--- src/ppk_pkg.sv ---
`timescale 1ns / 1ps

package ppk_pkg;

    localparam int KEY_W        = 64;
    localparam int PAGE_W       = 16;
    localparam int HDR_W        = 6;
    localparam int QUO_W        = 16;
    localparam int DIV_CNT_W    = 4;
    localparam int CNT_OUT_W    = 48;
    localparam int PREFIX_OUT_W = 5;
    localparam int APB_DATA_W   = 32;
    localparam int APB_ADDR_W   = 3;
    localparam int BYTE_COUNT_W = 4;

    localparam logic [PAGE_W-1:0]    PAGE_BYTES_RST = 16'd4096;
    localparam logic [HDR_W-1:0]     HDR_BYTES_RST  = 6'd9;
    localparam logic [QUO_W-1:0]     CAP_MAX        = 16'hFFFF;
    localparam logic [DIV_CNT_W-1:0] DIV_LAST       = 4'd15;
    localparam logic [BYTE_COUNT_W-1:0] WORD_BYTES  = 4'd8;

    // Register index, taken from paddr[2].
    localparam logic REG_PAGE_BYTES = 1'b0;
    localparam logic REG_HDR_BYTES  = 1'b1;

    typedef enum logic [2:0] {
        ST_IDLE,
        ST_SCAN,
        ST_CHECK,
        ST_DIV,
        ST_COMMIT
    } ppk_state_t;

    typedef struct packed {
        logic load;
        logic scan;
        logic div_init;
        logic div_step;
        logic commit;
    } ppk_cmd_t;

    typedef struct packed {
        logic started;
        logic same;
        logic scan_last;
        logic out_free;
    } ppk_status_t;

    // Leading equal bytes of two words, most significant byte first.
    function automatic logic [BYTE_COUNT_W-1:0] lead_eq_bytes(
        input logic [KEY_W-1:0] a,
        input logic [KEY_W-1:0] b
    );
        logic [BYTE_COUNT_W-1:0] n;
        logic                    diff;
        n    = '0;
        diff = 1'b0;
        for (int s = 7; s >= 0; s--)
        begin
            if (a[s*8 +: 8] != b[s*8 +: 8])
            begin
                diff = 1'b1;
            end
            if (!diff)
            begin
                n = n + 1'b1;
            end
        end
        return n;
    endfunction

endpackage

--- src/prefix_compressed_page_packer_top.sv ---
`timescale 1ns / 1ps

// Channel   Handshake           Payload
// input     in_valid/in_stall   key_word0, key_word1, key_word2
// output    out_valid/out_stall is_repeat, opened_page, prefix_len, page_total,
//                               page_fill, repeat_total, key_total
// config    APB write/read      page_bytes at 0x0, header_bytes at 0x4
//
// One request at a time. A new key runs the one-word-a-cycle prefix scan and then
// the sixteen-step radix-2 divider that works out the page capacity; the first
// key and a repeat skip the divider.
// Reset is asynchronous and active low. The result sits in an output register;
// while it stalls, a finished request waits before its commit.

module prefix_compressed_page_packer_top
    import ppk_pkg::*;
#(
    parameter int KEY_WORDS  = 3,
    parameter int COUNT_BITS = 48
)
(
    input  logic                    clk,
    input  logic                    rst_n,
    input  logic                    psel,
    input  logic                    penable,
    input  logic                    pwrite,
    input  logic [APB_ADDR_W-1:0]   paddr,
    input  logic [APB_DATA_W-1:0]   pwdata,
    output logic [APB_DATA_W-1:0]   prdata,
    output logic                    pready,
    input  logic                    in_valid,
    output logic                    in_stall,
    input  logic [KEY_W-1:0]        key_word0,
    input  logic [KEY_W-1:0]        key_word1,
    input  logic [KEY_W-1:0]        key_word2,
    output logic                    out_valid,
    input  logic                    out_stall,
    output logic                    is_repeat,
    output logic                    opened_page,
    output logic [PREFIX_OUT_W-1:0] prefix_len,
    output logic [CNT_OUT_W-1:0]    page_total,
    output logic [PAGE_W-1:0]       page_fill,
    output logic [CNT_OUT_W-1:0]    repeat_total,
    output logic [CNT_OUT_W-1:0]    key_total
);

    logic [PAGE_W-1:0] page_bytes_reg;
    logic [HDR_W-1:0]  header_bytes_reg;
    logic              wr_en;
    ppk_cmd_t          cmd;
    ppk_status_t       status;

    assign pready = 1'b1;
    assign wr_en  = psel && penable && pwrite && pready;

    always_ff @(posedge clk or negedge rst_n)
    begin
        if (!rst_n)
        begin
            page_bytes_reg   <= PAGE_BYTES_RST;
            header_bytes_reg <= HDR_BYTES_RST;
        end
        else if (wr_en)
        begin
            case (paddr[2])
                REG_PAGE_BYTES: page_bytes_reg   <= pwdata[PAGE_W-1:0];
                REG_HDR_BYTES:  header_bytes_reg <= pwdata[HDR_W-1:0];
                default:        page_bytes_reg   <= page_bytes_reg;
            endcase
        end
    end

    always_comb
    begin
        case (paddr[2])
            REG_PAGE_BYTES: prdata = APB_DATA_W'(page_bytes_reg);
            REG_HDR_BYTES:  prdata = APB_DATA_W'(header_bytes_reg);
            default:        prdata = '0;
        endcase
    end

    ppk_ctrl u_ctrl (
        .clk      (clk),
        .rst_n    (rst_n),
        .in_valid (in_valid),
        .in_stall (in_stall),
        .status   (status),
        .cmd      (cmd)
    );

    ppk_datapath #(
        .KEY_WORDS  (KEY_WORDS),
        .COUNT_BITS (COUNT_BITS)
    ) u_datapath (
        .clk          (clk),
        .rst_n        (rst_n),
        .cmd          (cmd),
        .status       (status),
        .key_word0    (key_word0),
        .key_word1    (key_word1),
        .key_word2    (key_word2),
        .page_bytes   (page_bytes_reg),
        .header_bytes (header_bytes_reg),
        .out_valid    (out_valid),
        .out_stall    (out_stall),
        .is_repeat    (is_repeat),
        .opened_page  (opened_page),
        .prefix_len   (prefix_len),
        .page_total   (page_total),
        .page_fill    (page_fill),
        .repeat_total (repeat_total),
        .key_total    (key_total)
    );

endmodule

--- src/ppk_ctrl.sv ---
`timescale 1ns / 1ps

module ppk_ctrl
    import ppk_pkg::*;
(
    input  logic        clk,
    input  logic        rst_n,
    input  logic        in_valid,
    output logic        in_stall,
    input  ppk_status_t status,
    output ppk_cmd_t    cmd
);

    ppk_state_t           state_reg, state_next;
    logic [DIV_CNT_W-1:0] div_cnt_reg, div_cnt_next;

    always_ff @(posedge clk or negedge rst_n)
    begin
        if (!rst_n)
        begin
            state_reg   <= ST_IDLE;
            div_cnt_reg <= '0;
        end
        else
        begin
            state_reg   <= state_next;
            div_cnt_reg <= div_cnt_next;
        end
    end

    always_comb
    begin
        state_next   = state_reg;
        div_cnt_next = div_cnt_reg;
        cmd          = '0;
        in_stall     = 1'b1;
        case (state_reg)
            ST_IDLE:
            begin
                in_stall = 1'b0;
                if (in_valid)
                begin
                    cmd.load   = 1'b1;
                    state_next = ST_SCAN;
                end
            end
            ST_SCAN:
            begin
                cmd.scan = 1'b1;
                if (status.scan_last)
                begin
                    state_next = ST_CHECK;
                end
            end
            ST_CHECK:
            begin
                // The first key and a repeat need no capacity.
                if (!status.started || status.same)
                begin
                    state_next = ST_COMMIT;
                end
                else
                begin
                    cmd.div_init = 1'b1;
                    div_cnt_next = '0;
                    state_next   = ST_DIV;
                end
            end
            ST_DIV:
            begin
                cmd.div_step = 1'b1;
                div_cnt_next = div_cnt_reg + 1'b1;
                if (div_cnt_reg == DIV_LAST)
                begin
                    state_next = ST_COMMIT;
                end
            end
            ST_COMMIT:
            begin
                if (status.out_free)
                begin
                    cmd.commit = 1'b1;
                    state_next = ST_IDLE;
                end
            end
            default:
            begin
                state_next = ST_IDLE;
            end
        endcase
    end

endmodule

--- src/ppk_datapath.sv ---
`timescale 1ns / 1ps

module ppk_datapath
    import ppk_pkg::*;
#(
    parameter int KEY_WORDS  = 3,
    parameter int COUNT_BITS = 48
)
(
    input  logic                    clk,
    input  logic                    rst_n,
    input  ppk_cmd_t                cmd,
    output ppk_status_t             status,
    input  logic [KEY_W-1:0]        key_word0,
    input  logic [KEY_W-1:0]        key_word1,
    input  logic [KEY_W-1:0]        key_word2,
    input  logic [PAGE_W-1:0]       page_bytes,
    input  logic [HDR_W-1:0]        header_bytes,
    output logic                    out_valid,
    input  logic                    out_stall,
    output logic                    is_repeat,
    output logic                    opened_page,
    output logic [PREFIX_OUT_W-1:0] prefix_len,
    output logic [CNT_OUT_W-1:0]    page_total,
    output logic [PAGE_W-1:0]       page_fill,
    output logic [CNT_OUT_W-1:0]    repeat_total,
    output logic [CNT_OUT_W-1:0]    key_total
);

    localparam int KEY_BYTES = 8 * KEY_WORDS;
    localparam int PFX_W     = $clog2(KEY_BYTES + 1);
    localparam int WIDX_W    = (KEY_WORDS > 1) ? $clog2(KEY_WORDS) : 1;
    localparam int USED_W    = ((PFX_W > HDR_W) ? PFX_W : HDR_W) + 1;
    localparam logic [WIDX_W-1:0] LAST_WORD = WIDX_W'(KEY_WORDS - 1);
    localparam logic [PFX_W-1:0]  KEY_BYTES_V = PFX_W'(KEY_BYTES);

    logic [KEY_W-1:0] key_reg   [KEY_WORDS];
    logic [KEY_W-1:0] first_reg [KEY_WORDS];
    logic [KEY_W-1:0] prev_reg  [KEY_WORDS];

    logic [WIDX_W-1:0]     ptr_reg;
    logic [PFX_W-1:0]      pfx_reg;
    logic                  mism_reg;
    logic                  same_reg;
    logic [PFX_W-1:0]      rem_reg;
    logic [QUO_W-1:0]      quo_reg;
    logic [PFX_W-1:0]      den_reg;
    logic                  started_reg;
    logic [COUNT_BITS-1:0] pages_reg, pages_next;
    logic [PAGE_W-1:0]     kip_reg, kip_next;
    logic [COUNT_BITS-1:0] reps_reg, reps_next;
    logic [COUNT_BITS-1:0] keys_reg, keys_next;
    logic                  out_valid_reg;
    logic                  opened_next;
    logic                  rep_next;
    logic                  take_key;

    logic [BYTE_COUNT_W-1:0] word_eq;
    logic [USED_W-1:0]       used;
    logic [PFX_W:0]          rem_sh;
    logic [QUO_W-1:0]        cap;
    logic                    fits;

    assign status.started   = started_reg;
    assign status.same      = same_reg;
    assign status.scan_last = (ptr_reg == LAST_WORD);
    assign status.out_free  = !out_valid_reg || !out_stall;

    assign word_eq = lead_eq_bytes(key_reg[ptr_reg], first_reg[ptr_reg]);
    assign used    = USED_W'(header_bytes) + USED_W'(pfx_reg);
    assign rem_sh  = {rem_reg, quo_reg[QUO_W-1]};
    assign cap     = (den_reg == '0) ? CAP_MAX : quo_reg;
    assign fits    = ({1'b0, kip_reg} + 1'b1) <= {1'b0, cap};

    // Effect of the request on the running totals, applied at commit.
    always_comb
    begin
        pages_next  = pages_reg;
        kip_next    = kip_reg;
        reps_next   = reps_reg;
        keys_next   = (&keys_reg) ? keys_reg : keys_reg + 1'b1;
        opened_next = 1'b0;
        rep_next    = 1'b0;
        take_key    = 1'b0;
        if (!started_reg)
        begin
            pages_next  = COUNT_BITS'(1);
            kip_next    = PAGE_W'(1);
            keys_next   = COUNT_BITS'(1);
            opened_next = 1'b1;
            take_key    = 1'b1;
        end
        else if (same_reg)
        begin
            rep_next  = 1'b1;
            reps_next = (&reps_reg) ? reps_reg : reps_reg + 1'b1;
        end
        else if (fits)
        begin
            kip_next = kip_reg + 1'b1;
        end
        else
        begin
            pages_next  = (&pages_reg) ? pages_reg : pages_reg + 1'b1;
            kip_next    = PAGE_W'(1);
            opened_next = 1'b1;
            take_key    = 1'b1;
        end
    end

    always_ff @(posedge clk)
    begin
        if (cmd.load)
        begin
            for (int w = 0; w < KEY_WORDS; w++)
            begin
                case (w)
                    0:       key_reg[w] <= key_word0;
                    1:       key_reg[w] <= key_word1;
                    2:       key_reg[w] <= key_word2;
                    default: key_reg[w] <= '0;
                endcase
            end
        end
        if (cmd.div_init)
        begin
            rem_reg <= '0;
            den_reg <= KEY_BYTES_V - pfx_reg;
            quo_reg <= (page_bytes > PAGE_W'(used)) ? page_bytes - PAGE_W'(used) : '0;
        end
        else if (cmd.div_step)
        begin
            if (rem_sh >= {1'b0, den_reg})
            begin
                rem_reg <= PFX_W'(rem_sh - {1'b0, den_reg});
                quo_reg <= {quo_reg[QUO_W-2:0], 1'b1};
            end
            else
            begin
                rem_reg <= rem_sh[PFX_W-1:0];
                quo_reg <= {quo_reg[QUO_W-2:0], 1'b0};
            end
        end
        if (cmd.commit)
        begin
            if (!started_reg || !same_reg)
            begin
                for (int w = 0; w < KEY_WORDS; w++)
                begin
                    prev_reg[w] <= key_reg[w];
                end
            end
            if (take_key)
            begin
                for (int w = 0; w < KEY_WORDS; w++)
                begin
                    first_reg[w] <= key_reg[w];
                end
            end
            is_repeat    <= rep_next;
            opened_page  <= opened_next;
            prefix_len   <= started_reg ? PREFIX_OUT_W'(pfx_reg) : '0;
            page_total   <= CNT_OUT_W'(pages_next);
            page_fill    <= kip_next;
            repeat_total <= CNT_OUT_W'(reps_next);
            key_total    <= CNT_OUT_W'(keys_next);
        end
    end

    always_ff @(posedge clk or negedge rst_n)
    begin
        if (!rst_n)
        begin
            ptr_reg       <= '0;
            pfx_reg       <= '0;
            mism_reg      <= 1'b0;
            same_reg      <= 1'b0;
            started_reg   <= 1'b0;
            pages_reg     <= '0;
            kip_reg       <= '0;
            reps_reg      <= '0;
            keys_reg      <= '0;
            out_valid_reg <= 1'b0;
        end
        else
        begin
            if (cmd.load)
            begin
                ptr_reg  <= '0;
                pfx_reg  <= '0;
                mism_reg <= 1'b0;
                same_reg <= 1'b1;
            end
            else if (cmd.scan)
            begin
                // One word a cycle; the count stops at the first differing byte.
                if (!mism_reg)
                begin
                    pfx_reg <= pfx_reg + PFX_W'(word_eq);
                    if (word_eq != WORD_BYTES)
                    begin
                        mism_reg <= 1'b1;
                    end
                end
                if (key_reg[ptr_reg] != prev_reg[ptr_reg])
                begin
                    same_reg <= 1'b0;
                end
                if (ptr_reg != LAST_WORD)
                begin
                    ptr_reg <= ptr_reg + 1'b1;
                end
            end
            if (cmd.commit)
            begin
                started_reg   <= 1'b1;
                pages_reg     <= pages_next;
                kip_reg       <= kip_next;
                reps_reg      <= reps_next;
                keys_reg      <= keys_next;
                out_valid_reg <= 1'b1;
            end
            else if (out_valid_reg && !out_stall)
            begin
                out_valid_reg <= 1'b0;
            end
        end
    end

    assign out_valid = out_valid_reg;

endmodule

--- config.mk ---
export PLATFORM = sky130hd
export DESIGN_NAME = prefix_compressed_page_packer_top
export DESIGN_NICKNAME = d
export VERILOG_FILES = /design/src/ppk_pkg.sv /design/src/prefix_compressed_page_packer_top.sv /design/src/ppk_ctrl.sv /design/src/ppk_datapath.sv
export SDC_FILE = /design/constraint.sdc
export NUM_CORES = 1
export LEC_CHECK = 0
export BUFFER_PORTS_ARGS = -buffer_cell sky130_fd_sc_hd__buf_2
export CORE_ASPECT_RATIO = 0.6
export CORE_UTILIZATION = 60
export DETAILED_ROUTE_END_ITERATION = 6
export PLACE_DENSITY = 0.79
export SLEW_MARGIN = 10
export SYNTH_ARGS = -nofsm -noshare
export SYNTH_HDL_FRONTEND = slang
export SYNTH_SLANG_ARGS = --single-unit
--- constraint.sdc ---
create_clock -name clk -period 41.5 [get_ports clk]
set_clock_uncertainty 0.2 [all_clocks]
set_input_delay 2.075 -clock clk [delete_from_list [all_inputs] [get_ports clk]]
set_output_delay 2.075 -clock clk [all_outputs]
set_load 0.05 [all_outputs]
# Word-level counts from Yosys, hierarchy flattened
# Memories as Yosys holds them, arrays and structs flattened.
# Index checks and enable logic that the tools add are counted.
dict set report word_totals {
  regBits 393
  mem_bits_rw 576
  out_inout_bits 202
  wordCells 180
  mem_count 3
}
# name words width rd rd_clocked_by_memory_dff wr line_no
set mem_list {}
lappend mem_list {u_datapath.first_reg 3 64 1 0 3 ppk_datapath.sv:38} ;# logic [KEY_W-1:0] first_reg [KEY_WORDS];
lappend mem_list {u_datapath.key_reg 3 64 4 0 3 ppk_datapath.sv:37} ;# logic [KEY_W-1:0] key_reg [KEY_WORDS];
lappend mem_list {u_datapath.prev_reg 3 64 1 0 3 ppk_datapath.sv:39} ;# logic [KEY_W-1:0] prev_reg [KEY_WORDS];
dict set report classes {
  add_sub_neg 19
  magnitude_cmp 3
  eq_ne 23
  mux 79
  n_bitwise 1
  reduce_logical 28
}
# op count
set ops {}
lappend ops {{$mux W48} 9}
lappend ops {{$add A48 B1 Y48 const B} 3}
lappend ops {{$reduce_and A48 Y1} 3}
lappend ops {{$mux W16} 7}
lappend ops {{$ne A64 B64 Y1} 1}
lappend ops {{$ne A8 B8 Y1} 8}
lappend ops {{$pmux W32 S2} 1}
lappend ops {{$mux W1} 40}
lappend ops {{$mux W4} 8}
lappend ops {{$add A4 B1 Y4 const B} 7}
lappend ops {{$mux W5} 4}
lappend ops {{$add A16 B1 Y17 const B} 1}
lappend ops {{$le A17 B16 Y1} 1}
lappend ops {{$add A16 B1 Y16 const B} 1}
lappend ops {{$gt A16 B7 Y1} 1}
lappend ops {{$sub A16 B7 Y16} 1}
lappend ops {{$mux W3} 5}
lappend ops {{$pmux W3 S5} 1}
lappend ops {{$ne A2 B2 Y1 const B} 6}
lappend ops {{$reduce_and A2 Y1} 6}
lappend ops {{$reduce_bool A2 Y1} 6}
lappend ops {{$pmux W4 S2} 1}
lappend ops {{$add A6 B5 Y7} 1}
lappend ops {{$eq A3 B2 Y1 const B} 2}
lappend ops {{20 further kinds} 29}

# Logic depth before layout (Yosys ltp)
# An unclocked memory read counts as a cell.
dict set report depth {
  ltp_word 23
  depth_mapped 30
  depth_no_buf 27
}

# Cells and area by module
# Synthesis repeated with hierarchy kept, for this count alone.
dict set report hier_totals {
  cells_unflattened 3347
  hier_area_um2 44063.5
}
# mod n_inst cells_per_inst area_each_um2
set by_module_without_submodules {}
lappend by_module_without_submodules {ppk_datapath 1 3219 42444.5}
lappend by_module_without_submodules {prefix_compressed_page_packer_top 1 84 1161.1}
lappend by_module_without_submodules {ppk_ctrl 1 44 457.9}

# Worst setup path before layout
# No wires, ideal clock.
dict set report synth_path {
  path_type {input -> register}
  from {input port out_stall}
  to {memory u_datapath.first_reg[0][0], enable pin}
  arrival_time_ns 12.138
  t_required_ns 40.492
  setup_slack_ns 28.354
  cell_stages 6
  path_cell_list {nand2_1 nand3_1 clkbuf_1 clkbuf_1 buf_1 a21oi_1}
}
# item line_no
set synth_rtl {}
lappend synth_rtl {{from (decl)} prefix_compressed_page_packer_top.sv:37} ;# input logic out_stall,
lappend synth_rtl {{to (decl)} ppk_datapath.sv:38}

# Worst setup path after layout
dict set report layout_path {
  from {register u_datapath.ptr_reg[0]}
  to {register u_datapath.pfx_reg[4]}
}
dict set report layout_between {
  elab_chain_len 22
  word_cells_on_any_way 37
}
# item line_no
set layout_rtl {}
lappend layout_rtl {{from (decl)} ppk_datapath.sv:41} ;# logic [WIDX_W-1:0] ptr_reg;
lappend layout_rtl {{from (signal assigned)} ppk_datapath.sv:211} ;# ptr_reg <= ptr_reg + 1'b1;
lappend layout_rtl {{$mem_v2 Z3 W64, on equally long branches} n/a}
lappend layout_rtl {{$ne A8 B8 Y1} ppk_pkg.sv:60} ;# if (a[s*8 +: 8] != b[s*8 +: 8])
lappend layout_rtl {{$mux W1} ppk_pkg.sv:60}
lappend layout_rtl {{$mux W1} ppk_pkg.sv:64} ;# if (!diff)
lappend layout_rtl {{$add A1 B1 Y2} ppk_pkg.sv:66} ;# n = n + 1'b1;
lappend layout_rtl {{$mux W4} ppk_pkg.sv:64}
lappend layout_rtl {{$add A4 B1 Y4} ppk_pkg.sv:66}
lappend layout_rtl {{$mux W4} ppk_pkg.sv:64}
lappend layout_rtl {{[6 not listed]} n/a}
lappend layout_rtl {{$add A4 B1 Y4} ppk_pkg.sv:66}
lappend layout_rtl {{$mux W4} ppk_pkg.sv:64}
lappend layout_rtl {{$add A4 B1 Y4} ppk_pkg.sv:66}
lappend layout_rtl {{$mux W4 (*)} ppk_pkg.sv:64}
lappend layout_rtl {{$add A5 B4 Y5 (*)} ppk_datapath.sv:199} ;# pfx_reg <= pfx_reg + PFX_W'(word_eq);
lappend layout_rtl {{$mux W5 (*)} ppk_datapath.sv:197} ;# if (!mism_reg)
lappend layout_rtl {{$mux W5 (*)} ppk_datapath.sv:194} ;# else if (cmd.scan)
lappend layout_rtl {{$mux W5 (*)} ppk_datapath.sv:187} ;# if (cmd.load)
lappend layout_rtl {{to (signal assigned)} ppk_datapath.sv:199}
lappend layout_rtl {{to (decl)} ppk_datapath.sv:42} ;# logic [PFX_W-1:0] pfx_reg;
# Every way passes the cells marked *; elsewhere a longest branch is shown, timed or not. The select of a mux whose other input is x is not followed.
# A chain may end at the register's enable or synchronous reset.

==> results_dict.tcl <==
set metrics [dict create \
    slew_headroom 0.2555 \
    finalSetupViolCount 0 \
    p_leak_nw 19.45 \
    globalplace.congestion 0.8736 \
    dr.pass1.iters 5 \
    vias_per_cell 5.774 \
    num_rows 76 \
    io_pins 436 \
    area_growth_pct 12.94 \
    yosys-top-cells-area "edfxtp_1, dfrtp_1, mux2i_1" \
    clock_sinks 969 \
    p_per_area_nw_per_um2 58.54 \
    clockBufferDepth 3 \
    cp_max_fo 49 \
    die_h_um 210.7 \
    die_area_sq_um 73720 \
    outcome "completed" \
    core_area_sq_um 71790 \
    layout_common_cells "edfxtp_1, buf_2, nand2_1, nor2_1, mux2i_1" \
    synth_edf_count 764 \
    ys.warnings.count 0 \
    vias 27510 \
    max_stage_delay_ps 780 \
    min_period_ps 7481 \
    wirelength_um 98110 \
    fin_crit_sh 0.1803 \
    drtAntennaViolNets 0 \
    ys_seq_area_frac 0.6439 \
    grt_pass1_vias 25990 \
    totalPowerFinal_mw 2.880 \
    cts_htree_levels 3 \
    hold_class "flop to flop" \
    grt_overflow 0 \
    cap_violations 0 \
    crit_top_cell "ha_1" \
    cts_tree "built" \
    clk_latency_ps 660 \
    worstMarginPinSlew_ps 1117 \
    hpwl_um 65930 \
    critPathTopFamily "simple AND/OR/NAND/NOR gates" \
    grt_pass1_wl_um 150300 \
    yosys_most_used_dff "edfxtp_1" \
    die_x_um 349.9 \
    placed_area_sq_um 46210 \
    io_buffers 400 \
    initial_core_util 0.6067 \
    netlist.top_cell.by_area "edfxtp_1" \
    postCtsHoldBufs 0 \
    ys_seq_elements 969 \
    cts_made_buffers 87 \
    drcViolationCount 0 \
    start_kind "flop" \
    worst-path-buf-inv 4 \
    syn_area_sq_um 43560 \
    nets 4002 \
    crit_path_end_kind "flop" \
    crit_type "flop to flop" \
    worst_slack_ps 34020 \
    grt_setup_unrepaired "no" \
    clockRootBuffer "clkbuf_16" \
    required_ps 41820 \
    fin_area_sq_um 49200 \
    drtIter0Drc 2882 \
    ys_types 79 \
    async_flop_share 0.2064 \
    worstPathArrival_ps 7810 \
    syn_avg_cell_area_sq_um 12.96 \
    postCtsSetupRepairBufs 0 \
    slowest_stage "dfrtp_4" \
    setup_tns_ps 0 \
    layout_commonest_cell "edfxtp_1" \
    dpl_worst_slack_ps 34070 \
    drv_slew 0 \
    avgRoutedWirePerCell_um 20.59 \
    peakVddDrop_mv 0.05622 \
    antenna_found_initial 11 \
    synth_top_cell_area_share 0.5267 \
    utilization 0.6852 \
    grt_max_degree 194 \
    hold_viol 0 \
    syn-instance-count 3362 \
    max_freq_mhz 133.7 \
    cts-resized-gates 0 \
    path_clk_slew_ps 70 \
    drive_gt1_frac 0.1696 \
    grt_usage 0.2671 \
]
## worst paths after layout
path,startpoint,to,slack [ps],depth (start not counted)
worst max-delay path,u_datapath.ptr_reg[0]$_DFFE_PN0P_,u_datapath.pfx_reg[4]$_DFFE_PN0P_,34020,27
worst min register to register,u_datapath.key_reg[0][11]$_DFFE_PP_,u_datapath.prev_reg[0][11]$_DFFE_PP_,260,0
worst min-delay path,u_datapath.key_reg[0][11]$_DFFE_PP_,u_datapath.prev_reg[0][11]$_DFFE_PP_,260,0
worst max register to register,u_datapath.ptr_reg[0]$_DFFE_PN0P_,u_datapath.pfx_reg[4]$_DFFE_PN0P_,34020,27
max in group asynchronous,rst_n,u_datapath.pages_reg[24]$_DFFE_PN0P_,37770,3
min in group asynchronous,rst_n,u_datapath.reps_reg[22]$_DFFE_PN0P_,1310,1
## routing by layer
metal  track usage  vias up  share of wire
li1              -    12860              -
met1        0.4187    13500           0.47
met2        0.3786     1021           0.43
met3       0.06023      128          0.087
met4       0.06231        4          0.018
met5             0        -        0.00029
## through the flow
step,std cells,hold slack [ps]
6_report,4765,260.8
5_1_grt,4763,268.4
4_1_cts,4761,257.0
3_5_place_dp,4600,250.3
3_3_place_gp,4600,247.5
2_1_floorplan,3377,220.5
## power breakdown
| part | switching, mW | internal [mW] | total (mW) | leakage, nW |
|---|---|---|---|---|
| clock | 0.364 | 0.473 | 0.837 | 1.43 |
| combinational | 0.523 | 0.244 | 0.767 | 8.20 |
| sequential | 0.0786 | 1.20 | 1.28 | 9.82 |
| total | 0.965 | 1.91 | 2.88 | 19.5 |
## Yosys cell counts (all sizes together), types with 5 or more instances
| cell type | count |
|---|---|
| or2 | 6 |
| a22o | 9 |
| dfxtp | 5 |
| ha | 50 |
| or3 | 12 |
| mux2 | 90 |
| o22ai | 7 |
| clkbuf | 101 |
| dfrtp | 197 |
| and2 | 20 |
| nor2 | 264 |
| a21oi | 53 |
| or4 | 8 |
| buf | 73 |
| nand2b | 15 |
| and4 | 11 |
| xor2 | 201 |
| o31ai | 9 |
| and3 | 67 |
| o41ai | 6 |
| nor2b | 22 |
| nor3 | 39 |
| nand4b | 6 |
| edfxtp | 764 |
| nand2 | 371 |
| inv | 50 |
| mux2i | 245 |
| o21ai | 263 |
| nand3 | 83 |
| o211ai | 8 |
| a21o | 12 |
| xnor2 | 140 |
| a31oi | 8 |
| nand4 | 72 |
| nor4 | 23 |
## area by class of cell
type | count | area [sq um]
multi-input cells | 2184 | 14510
inverters | 50 | 205.2
clock inverters | 43 | 581.8
well taps | 975 | 1220
diodes | 4 | 10.01
clock buffers | 118 | 2395
fillers | 5011 | 22600
repair buffers | 422 | 2213
flip-flops and latches | 969 | 28060
## kinds of logic (layout without fill, tap and decap cells)
logic type / count (synthesis) / count (layout) / synth area share
AND/OR/NAND/NOR: 1025 / 1025 / 0.1114
flip-flops: 969 / 969 / 0.6439
AO/OA/AOI/OAI: 412 / 412 / 0.05414
XOR/XNOR: 341 / 341 / 0.06856
multiplexers: 335 / 335 / 0.08068
buffers and inverters: 224 / 633 / 0.02493
adder cells (fa/ha/maj): 54 / 54 / 0.01620
other: 2 / 21 / 0.0001724
Power figures use the tool's default switching activity.
